[config.mk]
export PLATFORM = sky130hd
export DESIGN_NAME = dotq_cell
export DESIGN_NICKNAME = d
export VERILOG_FILES = /design/src/dotq_pkg.sv /design/src/dotq_cell.sv
export SDC_FILE = /design/constraint.sdc
export NUM_CORES = 1
export LEC_CHECK = 0
export ABC_AREA = 0
export ABC_CLOCK_PERIOD_IN_PS = 6400
export BUFFER_PORTS_ARGS = -buffer_cell sky130_fd_sc_hd__clkbuf_2
export CAP_MARGIN = 10
export CORE_ASPECT_RATIO = 0.75
export CORE_MARGIN = 2
export CORE_UTILIZATION = 35
export DETAILED_ROUTE_END_ITERATION = 12
export GPL_TIMING_DRIVEN = 0
export PLACE_DENSITY = 0.69
export SETUP_SLACK_MARGIN = 0.15
export SLEW_MARGIN = 5
export SYNTH_ARGS = -nofsm -noshare
export SYNTH_HDL_FRONTEND = slang
export SYNTH_SLANG_ARGS = --single-unit
export TNS_END_PERCENT = 10
[constraint.sdc]
create_clock -name clk -period 6.4 [get_ports clk]
set_input_delay 1.28 -clock clk [delete_from_list [all_inputs] [get_ports clk]]
set_output_delay 1.28 -clock clk [all_outputs]
set_load 0.02 [all_outputs]
[src/dotq_pkg.sv]
// Package with widths, codes and shared types of the timer queue.
package dotq_pkg;

  localparam int TIME_W         = 64;
  localparam int TID_W          = 4;
  localparam int CNT_W          = 5;
  localparam int ID_LIMIT       = 16;
  localparam int NUM_TIMERS_DEF = 16;
  localparam int IN_DATA_W      = 200;
  localparam int OUT_DATA_W     = 16;

  localparam logic [1:0] FUNC_START = 2'd0;
  localparam logic [1:0] FUNC_STOP  = 2'd1;
  localparam logic [1:0] FUNC_TICK  = 2'd2;

  localparam logic [1:0] KIND_ACK    = 2'd0;
  localparam logic [1:0] KIND_FIRED  = 2'd1;
  localparam logic [1:0] KIND_FINISH = 2'd2;

  typedef struct packed {
    logic              vld;
    logic [TIME_W-1:0] dl;
    logic [TID_W-1:0]  id;
  } rot_t;

  typedef struct packed {
    logic              start;
    logic              stop;
    logic              snap;
    logic              shift;
    logic              emit;
    logic [TID_W-1:0]  id;
    logic [CNT_W-1:0]  query;
    logic [TIME_W-1:0] timeout;
    logic [TIME_W-1:0] period;
    logic [TIME_W-1:0] now;
  } ctrl_t;

endpackage

[src/dotq_cell.sv]
// One timer slot of the ring: its state, its ranking counter and its ring stage.
module dotq_cell #(
  parameter logic [dotq_pkg::TID_W-1:0] CELL_ID = '0
) (
  input  logic            clk,
  input  logic            rst_n,
  input  dotq_pkg::ctrl_t ctrl,
  input  dotq_pkg::rot_t  rot_in,
  output dotq_pkg::rot_t  rot_out,
  output logic            hit
);

  logic                          armed_r;
  logic                          elig_r;
  logic [dotq_pkg::TIME_W-1:0]   deadline_r;
  logic [dotq_pkg::TIME_W-1:0]   period_r;
  logic [dotq_pkg::CNT_W-1:0]    rank_r;
  dotq_pkg::rot_t                rot_r;
  logic                          sel;
  logic                          due;
  logic                          earlier;
  logic                          fire;
  logic [dotq_pkg::TIME_W-1:0]   addend;
  logic [dotq_pkg::TIME_W:0]     sum;
  logic [dotq_pkg::TIME_W-1:0]   sat;

  assign sel     = (ctrl.id == CELL_ID);
  assign due     = armed_r && (deadline_r <= ctrl.now);
  assign hit     = elig_r && (rank_r == ctrl.query);
  assign fire    = ctrl.emit && hit;
  assign earlier = rot_in.vld &&
                   ((rot_in.dl < deadline_r) ||
                    ((rot_in.dl == deadline_r) && (rot_in.id < CELL_ID)));
  assign addend  = ctrl.start ? ctrl.timeout : period_r;
  assign sum     = {1'b0, ctrl.now} + {1'b0, addend};
  assign sat     = sum[dotq_pkg::TIME_W] ? '1 : sum[dotq_pkg::TIME_W-1:0];
  assign rot_out = rot_r;

  always_ff @(posedge clk) begin
    if (!rst_n) begin
      armed_r <= 1'b0;
      elig_r  <= 1'b0;
    end else begin
      if (ctrl.start && sel) begin
        armed_r <= 1'b1;
      end else if (ctrl.stop && sel) begin
        armed_r <= 1'b0;
      end else if (fire && (period_r == '0)) begin
        armed_r <= 1'b0;
      end
      if (ctrl.snap) begin
        elig_r <= due;
      end
    end
  end

  always_ff @(posedge clk) begin
    if (ctrl.start && sel) begin
      deadline_r <= sat;
      period_r   <= ctrl.period;
    end else if (fire && (period_r != '0)) begin
      deadline_r <= sat;
    end
    if (ctrl.snap) begin
      rank_r <= '0;
      rot_r  <= '{vld: due, dl: deadline_r, id: CELL_ID};
    end else if (ctrl.shift) begin
      rot_r <= rot_in;
      if (earlier) begin
        rank_r <= rank_r + dotq_pkg::CNT_W'(1);
      end
    end
  end

endmodule

-- After elaboration in Yosys (flattened, before gate mapping)
Index checks and enable logic that the tools add are counted.
- add/sub/neg operators: 2
- $lt $le $gt $ge: 3
- muxes and demuxes: 9
- equality and inequality tests: 2
- div/mod/pow operators: 0
- $mul: 0
- bitwise gates (word level): 0
- reduce and logical (&&, ||, !) cells: 17
- shift operators: 0
- operator list (operator ; count):
    two-way mux 64 bit ; 4
    two-way mux 69 bit ; 2
    adder 64 x 64 -> 65 bit ; 1
    == test 64 bit ; 1
    <= comparator 64 bit ; 1
    logical NOT 64 bit ; 1
    less-than comparator 64 bit ; 1
    nonzero test 64 bit ; 1
    logical AND 1 bit ; 9
    adder 5 x 1 -> 5 bit (second input constant) ; 1
    == test 5 bit ; 1
    logical NOT 4 bit ; 1
    less-than comparator 4 x 1 -> 1 bit (second input constant) ; 1
    nonzero test 2 bit ; 2
    two-way mux 1 bit ; 3
    nonzero test 3 bit ; 1
    AND reduction 2 bit ; 1
    logical OR 1 bit ; 1
- flip-flop bits (word level): 204
- output and inout bits: 70
- memory bits (writable): 0
- bits of input ports: 277
- ROM bits: 0
- memories: 0
- word-level logic and storage cells: 41
- latch bits: 0

-- Logic depth before layout (Yosys ltp)
- word-level depth: 7
- gate-level depth with buffers: 16
- gate-level depth less buffers: 12

-- Worst setup path before layout
Ideal clock, no wire load.
- kind: input port to flip-flop
- start point: in ctrl[194] (netlist bit)
- end point: reg deadline_r[0] (netlist bit), enable pin
- data required time: 5826 ps
- path buffers: 0
- library setup time: 574 ps
- setup slack: -741 ps
- stages: 5
- arrival: 6567 ps
- cell sequence: xor2_1 nor4_1 and3_1 nand2_1 o21ai_0
- word-level cells in the longest chain between the ends: 5
- RTL lines (what ; RTL line ; RTL):
    start: declaration ; dotq_cell.sv:7 ; input dotq_pkg::ctrl_t ctrl,
    == test 5 bit ; dotq_cell.sv:29 ; assign hit = elig_r && (rank_r == ctrl.query);
    logical AND 1 bit ; dotq_cell.sv:29 ;
    named net hit ; dotq_cell.sv:10 ; output logic hit
    logical AND 1 bit ; dotq_cell.sv:30 ; assign fire = ctrl.emit && hit;
    logical AND 1 bit ; dotq_cell.sv:61 ; end else if (fire && (period_r != '0)) begin
    nonzero test 2 bit (no line) ; - ;
    end signal: assignment ; dotq_cell.sv:59 ; deadline_r <= sat;
    end signal: assignment ; dotq_cell.sv:62 ; deadline_r <= sat;
    end: declaration ; dotq_cell.sv:15 ; logic [dotq_pkg::TIME_W-1:0] deadline_r;
The timed path passes the listed nets, and every way through them passes these cells.
A chain may end at the register's enable or synchronous reset.

-- Worst setup path in the final report
- start point: in ctrl[205] (netlist bit)
- end point: reg deadline_r[57] (netlist bit) (data pin)
- word-level cells in the longest chain between the ends: 5
- elaborated cells between the ends (all ways): 6
- those cells by class: add/sub (1); mux (4); reduce/logical (1)
- RTL lines (what ; RTL line ; RTL):
    two-way mux 64 bit ; dotq_cell.sv:34 ; assign addend = ctrl.start ? ctrl.timeout : period_r;
    adder 64 x 64 -> 65 bit ; dotq_cell.sv:35 ; assign sum = {1'b0, ctrl.now} + {1'b0, addend};
    two-way mux 64 bit ; dotq_cell.sv:36 ; assign sat = sum[dotq_pkg::TIME_W] ? '1 : sum[dotq_pkg::TIME_W-1:0];
    two-way mux 64 bit ; dotq_cell.sv:61 ;
    two-way mux 64 bit * ; dotq_cell.sv:58 ; if (ctrl.start && sel) begin
Mark *: on every way between the ends. The rest lies on a longest branch, timed or not. The select of a mux whose other input is x is not followed.

==> qor.yml <==
grt_first_pass_wirelength_mm: 79.2
p_leak_nw: 8.74
slew_viol_final: 0
dp_hpwl_mm: 45.9
irDropWorstVdd_uv: 188
hold_buffers: 0
firstDrtPassIters: 5
cts_root_buf: "clkbuf_16"
numClockSinks: 204
dp_cells: 2455
finalPower_mw: 4.06
setup_violations: 0
clock_skew_ns: 0.0178
cts_tree: "built"
crit_type: "input port to flop"
die_y_um: 186
maxCapViolCount: 0
postSynthAreaPerCell_um2: 10.1
startpoint_type: "input port"
holdCritPathClass: "flop to flop"
viasPerCell: 5.41
final_common_cell: "clkbuf_2"
pre_cts_ws_ns: -0.384
synthesis.area_um2: 15400
drive_gt1_share_pct: 26.0
gp_congestion: 0.931
synth.ff_latch_count: 204
finalCritPeriodShare_pct: 90.5
rr_worst_depth: 13
timing.final.crit_period_ns: 5.79
vias: 13600
endpoint: "deadline_r[57]"
worstMarginPinSlew_ns: 1.11
clk_path_buf_depth: 3
cp.arrival_ns: 6.06
nNetsFinal: 2375
synth_ff_type: "edfxtp_1"
syn-num-nets: 2000
synthArstFlopShare_pct: 0
synth_cells: 1530
final_cell_mix: "344 x clkbuf_2, 193 x edfxtp_1, 192 x ha_1, 148 x inv_1, 105 x a21oi_1"
status: "finished, final reports clean"
ctsHtreeMaxLevel: 1
clk_latency_ns: 0.56
layout_setup_ws_ns: 0.606
worstReg2RegEnd: "deadline_r[57]"
path_max_fanout: 10
worstSetupStartpoint: "ctrl[205]"
synthToLayoutAreaGrowth_pct: 22.1
timing.rr.start: "period_r[0]"
io_pins: 347
yosysWarningCount: 0
synth_edf_count: 193
route.detailed.drc: 0
grt_pass1_vias: 13200
worst_hold_slack_ns: 0.509
initial_utilization_pct: 35.5
hold_viol: 0
overflow: 0
end_kind: "flop"
core-area_um2: 43400
die_area_um2: 45700
rows: 66
antenna_found_initial: 12
drt_iter0_drc: 1154
p_per_area_nw_per_um2: 216
rrSetupSlack_ns: 2.23
grt_max_degree: 39
relSlewSlack_pct: 25.8
synth_seq_area_share_pct: 39.1
grt.total_usage_pct: 23.2
clk_pin_slew_ns: 0.06
instances_no_fill: 2511
wire_per_inst_um: 21.7
rsz0062_at_grt: "no"
ant_nets: 0
wl_mm: 54.6
die_w_um: 246
fmax_mhz: 173
place.port_buffers: 343
cts_inserted_buffers: 25
fin_tns_setup_ns: 0
cp.required_ns: 6.66
synth_cell_types: 75
## cell usage after synthesis, drive strengths merged (26+ instances only)
master,number,area [um^2]
edfxtp,193,5800
ha,192,2400
inv,149,559
nand2,112,448
a21oi,108,567
a21o,92,691
o21ai,76,384
mux2,66,743
a22o,64,561
nor2,64,243
nand4,58,363
clkbuf,40,150
xnor2,26,228
## state kept, by name, summed over array words and instances (netlist names)
signal	flops
rot_out	69
deadline_r	64
period_r	64
rank_r	5
armed_r	1
elig_r	1
## how the worst min path moves through the flow
stage / slack, ns / from / to / cells past startpoint
floorplan: 0.48 / armed_r / armed_r / 2
global placement: 0.48 / rot_out[2] / rot_out[2] / 2
detailed placement: 0.50 / rot_out[2] / rot_out[2] / 2
CTS: 0.51 / rot_out[2] / rot_out[2] / 2
global route: 0.54 / rot_out[3] / rot_out[3] / 2
finish: 0.51 / rot_out[2] / rot_out[2] / 2
## worst max-delay path, stage by stage
cell and delay (ns):
clkbuf_2 0.42, clkdlybuf4s15_1 0.73, mux2_2 0.42, ha_1 0.23
fa_1 0.41, a211oi_1 0.48, o21ai_2 0.14, nand3_1 0.17
a21oi_4 0.13, o2111ai_2 0.33, a211o_1 0.27, a21oi_4 0.15
nor2_2 0.26, buf_2 0.37, o21ai_0 0.22
## final cells by class
class	instances	area, um^2
Multi-Input combinational cell	1120	8570
Fill cell	4177	24600
Inverter	149	562
Clock buffer	31	658
Tap cell	578	723
Buffer	57	255
Antenna cell	9	22.5
Clock inverter	15	169
Sequential cell	204	6020
Timing Repair Buffer	348	1810
## stage by stage
step	cell area (um^2)	util (%)
after detailed placement	17900	41.3
after global placement	17800	41.1
after floorplan	15400	-
after CTS	18800	43.2
final	18800	43.3
after global routing	18800	43.3
## what timing repair did
action                     CTS  global route
gates resized for setup      0             5
setup endpoints to repair    0            38
setup buffers                0             0
hold endpoints to repair     0             0
## metal layers
metal  vias up  GRT usage, %  share of wire [%]
met3        70          4.04                7.2
met5         -             0                  0
met4         0          7.13                2.8
met2       508          34.6                 43
li1       6522             -                  -
met1      6497          34.0                 47
## report_power, final
part	switching [mW]	leakage, nW	internal, mW
registers	0.0258	1.94	1.54
logic	0.624	6.38	0.402
clock network	0.606	0.417	0.857
total	1.26	8.74	2.80
## logic make-up (layout without fill, tap and decap cells)
family | Yosys count | count (layout) | share of synthesized area, %
compound gates | 452 | 452 | 20.2
xor+xnor | 51 | 51 | 2.90
fa+ha+maj | 193 | 193 | 15.8
buf+inv | 206 | 600 | 5.25
flops | 204 | 204 | 39.1
mux | 72 | 72 | 5.22
other cells | 0 | 9 | 0
simple gates | 352 | 352 | 11.5
(Power assumes the default switching activity.)
